===== src/hw/rtl/ps2mpd_pkg.sv =====
`timescale 1ns / 1ps

package ps2mpd_pkg;

  // Packet format codes held in the packet_mode register
  localparam logic [1:0] MODE_STD     = 2'd0;
  localparam logic [1:0] MODE_WHEEL   = 2'd1;
  localparam logic [1:0] MODE_BUTTONS = 2'd2;

  // Configuration register indexes
  localparam logic [1:0] CFG_PACKET_MODE = 2'd0;
  localparam logic [1:0] CFG_MAX_X       = 2'd1;
  localparam logic [1:0] CFG_MAX_Y       = 2'd2;

  // Bound reset values
  localparam logic [9:0] MAX_X_RESET = 10'd600;
  localparam logic [9:0] MAX_Y_RESET = 10'd400;

  // First-byte flag positions
  localparam int unsigned BUTTON_LEFT   = 0;
  localparam int unsigned BUTTON_MIDDLE = 2;
  localparam int unsigned SYNC_BIT      = 3;
  localparam int unsigned X_SIGN_BIT    = 4;
  localparam int unsigned Y_SIGN_BIT    = 5;
  localparam int unsigned X_OVF_BIT     = 6;
  localparam int unsigned Y_OVF_BIT     = 7;

  // Queue depth
  localparam int unsigned QUEUE_DEPTH = 2;

  // One framed packet, as handed from the framer to the cursor unit
  typedef struct packed {
    logic       x_sign;
    logic       y_sign;
    logic [2:0] buttons;
    logic [7:0] x_byte;
    logic [7:0] y_byte;
    logic       wheel_up;
    logic       wheel_down;
  } pkt_t;

  // Queue status seen by both sides
  typedef struct packed {
    logic full;
    logic empty;
  } q_stat_t;

endpackage


===== src/hw/rtl/ps2mpd_framer.sv =====
`timescale 1ns / 1ps

module ps2mpd_framer (
  input  logic              clk_i,
  input  logic              rst_ni,
  input  logic              accept_i,
  input  logic [7:0]        rx_byte_i,
  input  logic [1:0]        packet_mode_i,
  output logic              push_o,
  output ps2mpd_pkg::pkt_t  pkt_o
);
  import ps2mpd_pkg::*;

  typedef enum logic [3:0] {
    PH_B0 = 4'b0001,
    PH_B1 = 4'b0010,
    PH_B2 = 4'b0100,
    PH_B3 = 4'b1000
  } phase_e;

  phase_e     phase_q, phase_d;
  logic [7:0] b0_q, b0_d;
  logic [7:0] b1_q, b1_d;
  logic [7:0] b2_q, b2_d;
  logic       four_byte;
  logic       last_byte;
  logic       overflow;

  assign four_byte = (packet_mode_i == MODE_WHEEL) || (packet_mode_i == MODE_BUTTONS);

  // Phase tracking and byte capture
  always_comb begin
    phase_d   = phase_q;
    b0_d      = b0_q;
    b1_d      = b1_q;
    b2_d      = b2_q;
    last_byte = 1'b0;
    if (accept_i) begin
      case (phase_q)
        PH_B0: begin
          b0_d = rx_byte_i;
          if (rx_byte_i[SYNC_BIT]) begin
            phase_d = PH_B1;
          end
        end
        PH_B1: begin
          b1_d    = rx_byte_i;
          phase_d = PH_B2;
        end
        PH_B2: begin
          b2_d = rx_byte_i;
          if (four_byte) begin
            phase_d = PH_B3;
          end else begin
            phase_d   = PH_B0;
            last_byte = 1'b1;
          end
        end
        PH_B3: begin
          phase_d   = PH_B0;
          last_byte = 1'b1;
        end
        default: begin
          phase_d = PH_B0;
        end
      endcase
    end
  end

  always_ff @(posedge clk_i or negedge rst_ni) begin
    if (!rst_ni) begin
      phase_q <= PH_B0;
    end else begin
      phase_q <= phase_d;
    end
  end

  always_ff @(posedge clk_i) begin
    b0_q <= b0_d;
    b1_q <= b1_d;
    b2_q <= b2_d;
  end

  // Packet record; overflowed packets are dropped here
  assign overflow = b0_q[X_OVF_BIT] | b0_q[Y_OVF_BIT];
  assign push_o   = last_byte & ~overflow;

  always_comb begin
    pkt_o.x_sign     = b0_q[X_SIGN_BIT];
    pkt_o.y_sign     = b0_q[Y_SIGN_BIT];
    pkt_o.buttons    = b0_q[BUTTON_MIDDLE:BUTTON_LEFT];
    pkt_o.x_byte     = b1_q;
    pkt_o.y_byte     = (phase_q == PH_B2) ? rx_byte_i : b2_q;
    pkt_o.wheel_up   = 1'b0;
    pkt_o.wheel_down = 1'b0;
    // wheel byte is signed; only read in scroll mode on the fourth byte
    if ((phase_q == PH_B3) && (packet_mode_i == MODE_WHEEL) && (rx_byte_i != 8'd0)) begin
      pkt_o.wheel_up   = rx_byte_i[7];
      pkt_o.wheel_down = ~rx_byte_i[7];
    end
  end

endmodule


===== src/hw/rtl/ps2mpd_queue.sv =====
`timescale 1ns / 1ps

module ps2mpd_queue (
  input  logic                 clk_i,
  input  logic                 rst_ni,
  input  logic                 push_i,
  input  ps2mpd_pkg::pkt_t     push_data_i,
  input  logic                 pop_i,
  output ps2mpd_pkg::pkt_t     pop_data_o,
  output ps2mpd_pkg::q_stat_t  stat_o
);
  import ps2mpd_pkg::*;

  localparam int unsigned PtrW = $clog2(QUEUE_DEPTH);
  localparam int unsigned CntW = $clog2(QUEUE_DEPTH + 1);

  pkt_t            mem_q [QUEUE_DEPTH];
  logic [PtrW-1:0] wr_ptr_q, wr_ptr_d;
  logic [PtrW-1:0] rd_ptr_q, rd_ptr_d;
  logic [CntW-1:0] count_q, count_d;
  logic            do_push;
  logic            do_pop;

  assign stat_o.full  = (count_q == CntW'(QUEUE_DEPTH));
  assign stat_o.empty = (count_q == '0);
  assign do_push      = push_i & ~stat_o.full;
  assign do_pop       = pop_i & ~stat_o.empty;
  assign pop_data_o   = mem_q[rd_ptr_q];

  // Pointer and fill count
  always_comb begin
    wr_ptr_d = wr_ptr_q;
    rd_ptr_d = rd_ptr_q;
    count_d  = count_q;
    if (do_push) begin
      wr_ptr_d = (wr_ptr_q == PtrW'(QUEUE_DEPTH - 1)) ? '0 : wr_ptr_q + 1'b1;
    end
    if (do_pop) begin
      rd_ptr_d = (rd_ptr_q == PtrW'(QUEUE_DEPTH - 1)) ? '0 : rd_ptr_q + 1'b1;
    end
    case ({do_push, do_pop})
      2'b10:   count_d = count_q + 1'b1;
      2'b01:   count_d = count_q - 1'b1;
      default: count_d = count_q;
    endcase
  end

  always_ff @(posedge clk_i or negedge rst_ni) begin
    if (!rst_ni) begin
      wr_ptr_q <= '0;
      rd_ptr_q <= '0;
      count_q  <= '0;
    end else begin
      wr_ptr_q <= wr_ptr_d;
      rd_ptr_q <= rd_ptr_d;
      count_q  <= count_d;
    end
  end

  // Entry storage
  always_ff @(posedge clk_i) begin
    if (do_push) begin
      mem_q[wr_ptr_q] <= push_data_i;
    end
  end

endmodule


===== src/hw/rtl/ps2mpd_cursor.sv =====
`timescale 1ns / 1ps

module ps2mpd_cursor (
  input  logic                clk_i,
  input  logic                rst_ni,
  input  ps2mpd_pkg::q_stat_t q_stat_i,
  input  ps2mpd_pkg::pkt_t    pkt_i,
  output logic                pop_o,
  input  logic [9:0]          max_x_i,
  input  logic [9:0]          max_y_i,
  output logic                out_valid_o,
  input  logic                out_stall_i,
  output logic signed [8:0]   delta_x_o,
  output logic signed [9:0]   delta_y_o,
  output logic                left_button_o,
  output logic                right_button_o,
  output logic                middle_button_o,
  output logic                wheel_down_o,
  output logic                wheel_up_o,
  output logic [9:0]          pos_x_o,
  output logic [9:0]          pos_y_o
);
  import ps2mpd_pkg::*;

  logic              valid_q, valid_d;
  logic [9:0]        cur_x_q, cur_x_d;
  logic [9:0]        cur_y_q, cur_y_d;
  logic signed [8:0] dx;
  logic signed [8:0] y_raw;
  logic signed [9:0] dy;
  logic signed [8:0] dx_q;
  logic signed [9:0] dy_q;
  logic [2:0]        buttons_q;
  logic              wheel_up_q;
  logic              wheel_down_q;

  // Add a signed step to the position and clamp to 0..bound
  function automatic logic [9:0] clamp_pos(input logic [9:0] cur, input logic [11:0] step,
                                           input logic [9:0] bound);
    logic [11:0] sum;
    logic [9:0]  res;
    sum = {2'b00, cur} + step;
    if (sum[11]) begin
      res = '0;
    end else if (sum[10:0] > {1'b0, bound}) begin
      res = bound;
    end else begin
      res = sum[9:0];
    end
    return res;
  endfunction

  // Take a packet when the output register is free or being emptied
  assign pop_o = ~q_stat_i.empty & (~valid_q | ~out_stall_i);

  assign dx    = {pkt_i.x_sign, pkt_i.x_byte};
  assign y_raw = {pkt_i.y_sign, pkt_i.y_byte};
  assign dy    = -{y_raw[8], y_raw};

  always_comb begin
    cur_x_d = cur_x_q;
    cur_y_d = cur_y_q;
    valid_d = valid_q & out_stall_i;
    if (pop_o) begin
      cur_x_d = clamp_pos(cur_x_q, {{3{dx[8]}}, dx}, max_x_i);
      cur_y_d = clamp_pos(cur_y_q, {{2{dy[9]}}, dy}, max_y_i);
      valid_d = 1'b1;
    end
  end

  always_ff @(posedge clk_i or negedge rst_ni) begin
    if (!rst_ni) begin
      valid_q <= 1'b0;
      cur_x_q <= '0;
      cur_y_q <= '0;
    end else begin
      valid_q <= valid_d;
      cur_x_q <= cur_x_d;
      cur_y_q <= cur_y_d;
    end
  end

  // Result register
  always_ff @(posedge clk_i) begin
    if (pop_o) begin
      dx_q         <= dx;
      dy_q         <= dy;
      buttons_q    <= pkt_i.buttons;
      wheel_up_q   <= pkt_i.wheel_up;
      wheel_down_q <= pkt_i.wheel_down;
    end
  end

  assign out_valid_o     = valid_q;
  assign delta_x_o       = dx_q;
  assign delta_y_o       = dy_q;
  assign left_button_o   = buttons_q[0];
  assign right_button_o  = buttons_q[1];
  assign middle_button_o = buttons_q[2];
  assign wheel_down_o    = wheel_down_q;
  assign wheel_up_o      = wheel_up_q;
  assign pos_x_o         = cur_x_q;
  assign pos_y_o         = cur_y_q;

endmodule


===== src/hw/rtl/ps2_mouse_packet_decoder.sv =====
`timescale 1ns / 1ps

// PS/2 mouse packet decoder. Takes one received mouse byte per clock while
// in_stall_o is low and frames 3-byte packets (4-byte in scroll-wheel or
// extra-button mode), resyncing on bit 3 of the first byte. Each complete
// packet without X/Y overflow yields one result: 9-bit signed dx, negated
// 10-bit dy (positive is down), three buttons, wheel up/down in scroll mode,
// and the cursor position clamped to 0..max_x and 0..max_y. Overflowed
// packets give no result. A byte is accepted every cycle that in_stall_o is
// low; each finished packet is written into the packet queue and moves on to
// the output register when that register is free. The framer feeds a
// two-entry packet queue, and in_stall_o rises only when that queue is full,
// which happens only when out_stall_i holds back three finished results (one
// in the output register and two in the queue). Configuration writes are
// always ready and take effect at the next cycle.
module ps2_mouse_packet_decoder (
  input  logic              clk_i,
  input  logic              rst_ni,
  input  logic              in_valid_i,
  output logic              in_stall_o,
  input  logic [7:0]        rx_byte_i,
  input  logic              cfg_valid_i,
  output logic              cfg_ready_o,
  input  logic [1:0]        cfg_index_i,
  input  logic [9:0]        cfg_data_i,
  output logic              out_valid_o,
  input  logic              out_stall_i,
  output logic signed [8:0] delta_x_o,
  output logic signed [9:0] delta_y_o,
  output logic              left_button_o,
  output logic              right_button_o,
  output logic              middle_button_o,
  output logic              wheel_down_o,
  output logic              wheel_up_o,
  output logic [9:0]        pos_x_o,
  output logic [9:0]        pos_y_o
);
  import ps2mpd_pkg::*;

  logic       in_accept;
  logic       cfg_write;
  logic [1:0] packet_mode_q;
  logic [9:0] max_x_q;
  logic [9:0] max_y_q;
  logic       push;
  logic       pop;
  pkt_t       push_pkt;
  pkt_t       pop_pkt;
  q_stat_t    q_stat;

  assign in_stall_o  = q_stat.full;
  assign in_accept   = in_valid_i & ~in_stall_o;
  assign cfg_ready_o = 1'b1;
  assign cfg_write   = cfg_valid_i & cfg_ready_o;

  // Configuration registers
  always_ff @(posedge clk_i or negedge rst_ni) begin
    if (!rst_ni) begin
      packet_mode_q <= MODE_STD;
      max_x_q       <= MAX_X_RESET;
      max_y_q       <= MAX_Y_RESET;
    end else if (cfg_write) begin
      case (cfg_index_i)
        CFG_PACKET_MODE: packet_mode_q <= cfg_data_i[1:0];
        CFG_MAX_X:       max_x_q       <= cfg_data_i;
        CFG_MAX_Y:       max_y_q       <= cfg_data_i;
        default:         ;
      endcase
    end
  end

  ps2mpd_framer u_framer (
    .clk_i         (clk_i),
    .rst_ni        (rst_ni),
    .accept_i      (in_accept),
    .rx_byte_i     (rx_byte_i),
    .packet_mode_i (packet_mode_q),
    .push_o        (push),
    .pkt_o         (push_pkt)
  );

  ps2mpd_queue u_queue (
    .clk_i       (clk_i),
    .rst_ni      (rst_ni),
    .push_i      (push),
    .push_data_i (push_pkt),
    .pop_i       (pop),
    .pop_data_o  (pop_pkt),
    .stat_o      (q_stat)
  );

  ps2mpd_cursor u_cursor (
    .clk_i           (clk_i),
    .rst_ni          (rst_ni),
    .q_stat_i        (q_stat),
    .pkt_i           (pop_pkt),
    .pop_o           (pop),
    .max_x_i         (max_x_q),
    .max_y_i         (max_y_q),
    .out_valid_o     (out_valid_o),
    .out_stall_i     (out_stall_i),
    .delta_x_o       (delta_x_o),
    .delta_y_o       (delta_y_o),
    .left_button_o   (left_button_o),
    .right_button_o  (right_button_o),
    .middle_button_o (middle_button_o),
    .wheel_down_o    (wheel_down_o),
    .wheel_up_o      (wheel_up_o),
    .pos_x_o         (pos_x_o),
    .pos_y_o         (pos_y_o)
  );

  // Cursor unit only pops a queue that holds a packet
  assert property (@(posedge clk_i) disable iff (!rst_ni) pop |-> !q_stat.empty)
    else $error("pop from empty packet queue");

  // Input side is never held off while the queue is empty
  assert property (@(posedge clk_i) disable iff (!rst_ni) q_stat.empty |-> !in_stall_o)
    else $error("input stalled with empty queue");

  // A new result only appears after a packet left the queue
  assert property (@(posedge clk_i) disable iff (!rst_ni) $rose(out_valid_o) |-> $past(pop))
    else $error("result shown without a packet");

  // The queue is never full and empty at once
  assert property (@(posedge clk_i) disable iff (!rst_ni) !(q_stat.full && q_stat.empty))
    else $error("queue status inconsistent");

endmodule

===== config.mk =====
export PLATFORM = sky130hd
export DESIGN_NAME = ps2_mouse_packet_decoder
export DESIGN_NICKNAME = d
export VERILOG_FILES = /design/src/hw/rtl/ps2mpd_pkg.sv /design/src/hw/rtl/ps2mpd_framer.sv /design/src/hw/rtl/ps2mpd_queue.sv /design/src/hw/rtl/ps2mpd_cursor.sv /design/src/hw/rtl/ps2_mouse_packet_decoder.sv
export SDC_FILE = /design/constraint.sdc
export NUM_CORES = 1
export LEC_CHECK = 0
export BUFFER_PORTS_ARGS = -buffer_cell sky130_fd_sc_hd__buf_4
export CORE_UTILIZATION = 60
export DETAILED_ROUTE_END_ITERATION = 8
export PLACE_DENSITY = 0.81
export SYNTH_ARGS = -nofsm -noshare
export SYNTH_HDL_FRONTEND = slang
export SYNTH_SLANG_ARGS = --single-unit

===== constraint.sdc =====
create_clock -name clk_i -period 11.9 [get_ports clk_i]
set_input_delay 1.19 -clock clk_i [delete_from_list [all_inputs] [get_ports clk_i]]
set_output_delay 1.19 -clock clk_i [all_outputs]
set_load 0.005 [all_outputs]

Word level (Yosys, flattened, before mapping)
Memory sizes are Yosys's and may differ from the RTL's.
Cells that the tools add are included.
- mux-type cells: 18
- reductions and logical operators: 13
- add/subtract/negate cells: 7
- bitwise operators: 14
- equality and inequality tests: 12
- $lt $le $gt $ge: 2
- operators by type and width (cell ; count):
    10-bit two-way mux ; 4
    11-bit by 10-bit greater-than comparator with 1-bit output ; 2
    11-bit by 10-bit adder with 12-bit output ; 1
    11-bit by 9-bit adder with 12-bit output ; 1
    4-bit one-hot mux with 3 select lines ; 1
    2-bit AND reduction ; 6
    10-bit negator ; 1
    2-bit == test, second input constant ; 4
    4-bit two-way mux ; 2
    8-bit two-way mux ; 1
    8-bit nonzero test ; 1
    1-bit two-way mux ; 7
    1-bit AND ; 6
    2-bit by 1-bit == test with 1-bit output, second input constant ; 3
    1-bit NOT ; 6
    4-bit by 1-bit == test with 1-bit output, second input constant ; 1
    4-bit by 2-bit == test with 1-bit output, second input constant ; 1
    4-bit by 3-bit == test with 1-bit output, second input constant ; 1
    4-bit == test, second input constant ; 1
    2-bit logical NOT ; 2
    2-bit one-hot mux with 2 select lines ; 1
    1-bit adder, second input constant ; 2
    2-bit by 1-bit adder with 2-bit output, second input constant ; 1
    1-bit logical AND ; 2
    7 further kinds ; 8
- memories: 1
- input bits: 25
- flip-flop bits (word level): 99
- memory bits (writable): 46
- word-level logic and storage cells: 85
- memories (memory ; depth ; width ; read ports ; clocked after Yosys merged registers in ; wr ports ; line ; RTL):
    u_queue.mem_q ; 2 ; 23 ; 1 ; 0 ; 1 ; ps2mpd_queue.sv:17 ; pkt_t mem_q [QUEUE_DEPTH];

Longest topological paths before layout
- depth in word-level cells: 9
- gate-level depth with buffers: 22
- gate-level depth less buffers: 20

Cells and area by module
From an unflattened synthesis, not the netlist that was laid out.
- cell total of the unflattened synthesis: 542
- area, all modules: 7333.3 um^2
- by module, submodules not included (module ; times used ; area an instance (um^2) ; sequential area each (um^2) ; cells an instance):
    ps2mpd_cursor ; 1 ; 3296.9 ; 1246.2 ; 324
    ps2mpd_queue ; 1 ; 1941.9 ; 1481.4 ; 90
    ps2mpd_framer ; 1 ; 1149.9 ; 792.0 ; 76
    ps2_mouse_packet_decoder ; 1 ; 944.7 ; 559.3 ; 52

Least setup slack after synthesis
No wires, ideal clock.
- kind: register to register
- start point: reg u_queue.rd_ptr_q
- end point: reg u_cursor.cur_x_q[9] (netlist: u_cursor.pos_x_o[9])
- required time: 11.745 ns
- data arrival time: 4.402 ns
- slack: 7.343 ns
- stages on the path, launching flop included: 19
- path through: dfrtp_1 -> buf_2 -> buf_2 -> buf_1 -> mux2_2 -> ha_1 -> fa_1 -> a21o_1 -> a22oi_2 -> nor2b_1 -> xnor2_1 -> ha_1 -> nand4_1 -> or3_1 -> o211ai_1 -> or4b_4 -> nand2_8 -> mux2i_1 -> o22ai_1
- RTL lines (item ; line ; RTL):
    start, declared ; ps2mpd_queue.sv:19 ; logic [PtrW-1:0] rd_ptr_q, rd_ptr_d;
    start signal, assigned ; ps2mpd_queue.sv:55 ; rd_ptr_q <= rd_ptr_d;
    end signal, assigned ; ps2mpd_cursor.sv:78 ; cur_x_q <= cur_x_d;
    end, declared ; ps2mpd_cursor.sv:26 ; logic [9:0] cur_x_q, cur_x_d;

Final worst setup path
- start point: reg u_queue.rd_ptr_q
- end point: reg u_cursor.cur_y_q[3] (netlist: u_cursor.pos_y_o[3])
- word-level cells in the longest chain between the ends: 6
- RTL lines (item ; line ; RTL):
    memory 2 x 23 bit (*) ; n/a ;
    10-bit negator (*) ; ps2mpd_cursor.sv:58 ; assign dy = -{y_raw[8], y_raw};
    named net u_cursor.dy[8] ; ps2mpd_cursor.sv:30 ; logic signed [9:0] dy;
    11-bit by 10-bit adder with 12-bit output (*) ; ps2mpd_cursor.sv:42 ; sum = {2'b00, cur} + step;
    11-bit by 10-bit greater-than comparator with 1-bit output ; ps2mpd_cursor.sv:45 ; end else if (sum[10:0] > {1'b0, bound}) begin
    10-bit two-way mux ; ps2mpd_cursor.sv:45 ;
    10-bit two-way mux (*) ; ps2mpd_cursor.sv:43 ; if (sum[11]) begin
    end signal, assigned ; ps2mpd_cursor.sv:79 ; cur_y_q <= cur_y_d;
    end, declared ; ps2mpd_cursor.sv:27 ; logic [9:0] cur_y_q, cur_y_d;
The timed path passes the listed nets; every way through them passes the cells marked *.
A chain may end at the register's enable or synchronous reset.

==> reports/summary.txt <==
reg-to-reg endpoint: u_cursor.pos_y_o[3]
Reg2Reg Depth: 20
Vias/cell: 5.97
ant diodes: 0
Final Hold Viols: 0
Slew Limit Headroom: 0.159
clk root buf: clkbuf_16
post-synthesis compound-gate area fraction: 0.0893
cells taking the most area after synthesis: edfxtp_1 39%, dfrtp_1 15%, ha_1 8.2%
WL final: 15,500 um
CTS buffer count: 17
Post-CTS Setup Inserts: 0
drt pass-1 iters: 8
hold crit path type: register to register
WHS Path Cells: 0
die height: 111 um
Post-Syn Area: 0.00715 mm^2
pin count of the biggest net entering global routing: 52
I/O pin cnt: 72
PostCTS Resize Cnt: 0
Via Count: 4,744
H-tree levels: 4
crit path kind: register to register
Clock Latency Late Sink: 430 ps
CTS tree: yes
Total GRT Usage: 0.264
Slew Limit Fails: 0
Total Die Area: 0.0124 mm^2
dpl ws: 7020 ps
PwrDens: 278 mW/mm^2
Net Count, Synth: 629
max cap viols: 0
Post-Synth Adder-Cell Area: 0.0879
Crit Reg-Reg Startpoint: u_queue.rd_ptr_q
PortBufs: 70
TNS Setup: 0 ps
final period utilization: 0.425
FF+latch count, synth: 144
endpoint of the worst hold path: u_queue.mem_q[1][18]
Die Width: 111 um
worst reg-to-reg setup slack: 6840 ps
RSZ-0062 raised after global routing: no
Max Buffers Root-to-Sink: 2
hold buffers post-CTS: 0
Max Freq: 198 MHz
status: finished with violations
Mapped Cells: 555
Area Overhead vs Synth: 17.8%
CP Max Fanout: 24
HPWL after DPL: 10,900 um
post-route clock skew: 9.83 ps
VDD IR-drop max: 176 uV
Hold Startpoint: u_framer.b0_q[0]
Initial DRC Count: 404
Lkg Pwr: 3.51 nW
Mean Syn Cell Area: 12.9 um^2
nets: 713
Multi-input gate area: 0.00289 mm^2
cell taking the most area after synthesis: edfxtp_1
antenna-violating nets left: 0
core area: 0.0115 mm^2
asr flop ratio synth: 0.354
setup violators final: 0
CTS Sinks: 144
post-synthesis sequential area ratio: 0.571
post-synthesis mux area share: 0.106
Residual DRC: 10
Placement Rows: 39
post-layout worst setup margin: 6840 ps
Post-Synth Simple-Gate Area: 0.0832
number of global-route vias before repair: 4,651
CP startpoint kind: register
first-pass GRT wire length: 24,500 um
Netlist cell types: 56
CP Capture Type: register
wire per inst: 19.5 um
most used flip-flop cell after synthesis: edfxtp_1
Register Area: 0.00408 mm^2
xor and xnor fraction of the mapped netlist area: 0.0378
failing checks: design-rule violations
share of layout cells above drive strength 1: 0.261
gpl congestion: 0.931
number of flops mapped to enable cells by yosys: 93
largest family of logic cells by synthesized area: multiplexers
gr ovfl total: 0
top cell type's share of synthesized area: 0.391
CTS clk-pin slew, worst paths: 60 ps
fillers: 774
Worst-Margin Slew: 1260 ps
critical path arrival: 5360 ps
yosys synthesis warning count: 0
initial antenna violation count: 0
Initial Util: 0.621
Tmin final: 5060 ps
WP data required: 12,200 ps
per-stage QoR:
step / utilization / std cells / instance area [um^2] / total power, mW / hold slack [ps]
after floorplan: - / 555 / 7150 / 1.48 / 421
after global placement: 0.681 / 763 / 7850 / 1.76 / 423
after detailed placement: 0.681 / 763 / 7850 / 1.80 / 436
after CTS: 0.731 / 795 / 8420 / 2.33 / 453
after global routing: 0.731 / 795 / 8420 / 2.47 / 462
final: 0.731 / 795 / 8420 / 2.34 / 455
per-layer routing:
layer  vias to the layer above  track usage  part of all wire
met2                       172        0.438              0.50
met4                         0        0.109             0.024
met5                         -            0                 0
met3                        42       0.0481             0.051
li1                       2212            -                 -
met1                      2318        0.345              0.43
registers in the layout, indices dropped and copies added, names as in the netlist:
name,cells
u_framer.b2_q,8
u_queue.mem_q,46
u_cursor.wheel_up_o,1
u_framer.phase_q,4
u_queue.wr_ptr_q,1
u_framer.b0_q,7
u_cursor.pos_x_o,10
u_cursor.buttons_q,3
max_x_q,10
u_queue.rd_ptr_q,1
u_cursor.pos_y_o,10
max_y_q,10
u_cursor.wheel_down_o,1
u_cursor.out_valid_o,1
u_queue.count_q,2
packet_mode_q,2
u_framer.b1_q,8
u_cursor.delta_x_o,9
u_cursor.delta_y_o,10
kinds of logic after synthesis:
| kind of cell | count (synthesis) |
|---|---|
| multiplexers | 70 |
| adder cells (fa/ha/maj) | 49 |
| XOR/XNOR | 30 |
| buffers and inverters | 46 |
| flip-flops | 144 |
| AND/OR/NAND/NOR | 111 |
| other | 1 |
| AO/OA/AOI/OAI | 104 |
final cells by class:
| cell class | instances | share of cell area |
|---|---|---|
| sequential | 144 | 0.484 |
| multi-input combinational | 365 | 0.344 |
| timing repair buffer | 74 | 0.0660 |
| clock buffer | 17 | 0.0505 |
| tap | 143 | 0.0213 |
| clock inverter | 15 | 0.0175 |
| inverter | 37 | 0.0165 |
worst max-delay path: stages, from the launching register on:
cell and delay [ps]:
dfrtp_1 640, buf_4 390, mux2i_1 310, ha_1 230, o21ai_0 140, or2_2 350
or3_1 350, nand2_1 90, ha_1 250, inv_1 100, o21ai_0 90, a41oi_1 290
xor2_1 140, ha_1 340, nand3_1 120, a21oi_1 170, o21ai_0 120, a21oi_1 400
nor2_8 120, mux2i_1 200, o21ai_1 80
synthesized netlist by cell type (4+ instances only):
cell type / number
edfxtp_1: 93
ha_1: 47
dfrtp_1: 43
mux2_2: 43
inv_1: 37
nand2_1: 33
mux2i_1: 27
a21oi_1: 25
nor2_1: 23
o21ai_0: 21
xnor2_1: 21
o21ai_1: 18
nor3_1: 12
a21o_1: 9
dfstp_2: 8
xor2_1: 8
nand2b_1: 5
nand3_1: 5
nor3b_1: 5
o211ai_1: 5
a211oi_1: 4
clkbuf_1: 4
nand3b_1: 4
nand4_1: 4
nor2b_1: 4
nor4_1: 4
o21bai_1: 4
power by group:
group	internal, mW	total, mW	leakage [nW]	switching, mW
registers	0.669	0.754	1.48	0.0857
logic	0.482	1.07	1.75	0.590
clock network	0.294	0.518	0.281	0.224
how the worst max path moves through the flow:
stage	startpoint	cells after the start	endpoint
finish	u_queue.rd_ptr_q	20	u_cursor.pos_y_o[3]
global route	u_queue.rd_ptr_q	20	u_cursor.pos_y_o[3]
CTS	u_queue.rd_ptr_q	20	u_cursor.pos_y_o[3]
detailed placement	u_queue.rd_ptr_q	20	u_cursor.pos_y_o[3]
global placement	u_queue.rd_ptr_q	20	u_cursor.pos_y_o[9]
floorplan	u_queue.rd_ptr_q	18	u_cursor.pos_x_o[9]
layout by cell type, fill, tap and decap left out, types with 4 or more instances in the layout:
cell type   n
mux2i_1    27
o21bai_1    4
xnor2_1    21
nor2_1     21
a21oi_1    25
buf_4      74
nand3_1     5
edfxtp_1   93
o211ai_1    5
inv_6       6
xor2_1      8
nand2b_1    5
o21ai_1    19
mux2_2     43
nand4_1     4
clkbuf_16  17
nand3b_1    4
nor2b_1     4
nor3_1     12
ha_1       47
inv_1      37
dfrtp_1    43
a21o_1      9
nor4_1      4
nand2_1    33
nor3b_1     5
a211oi_1    4
o21ai_0    20
dfstp_2     8
(Power assumes the default switching activity.)
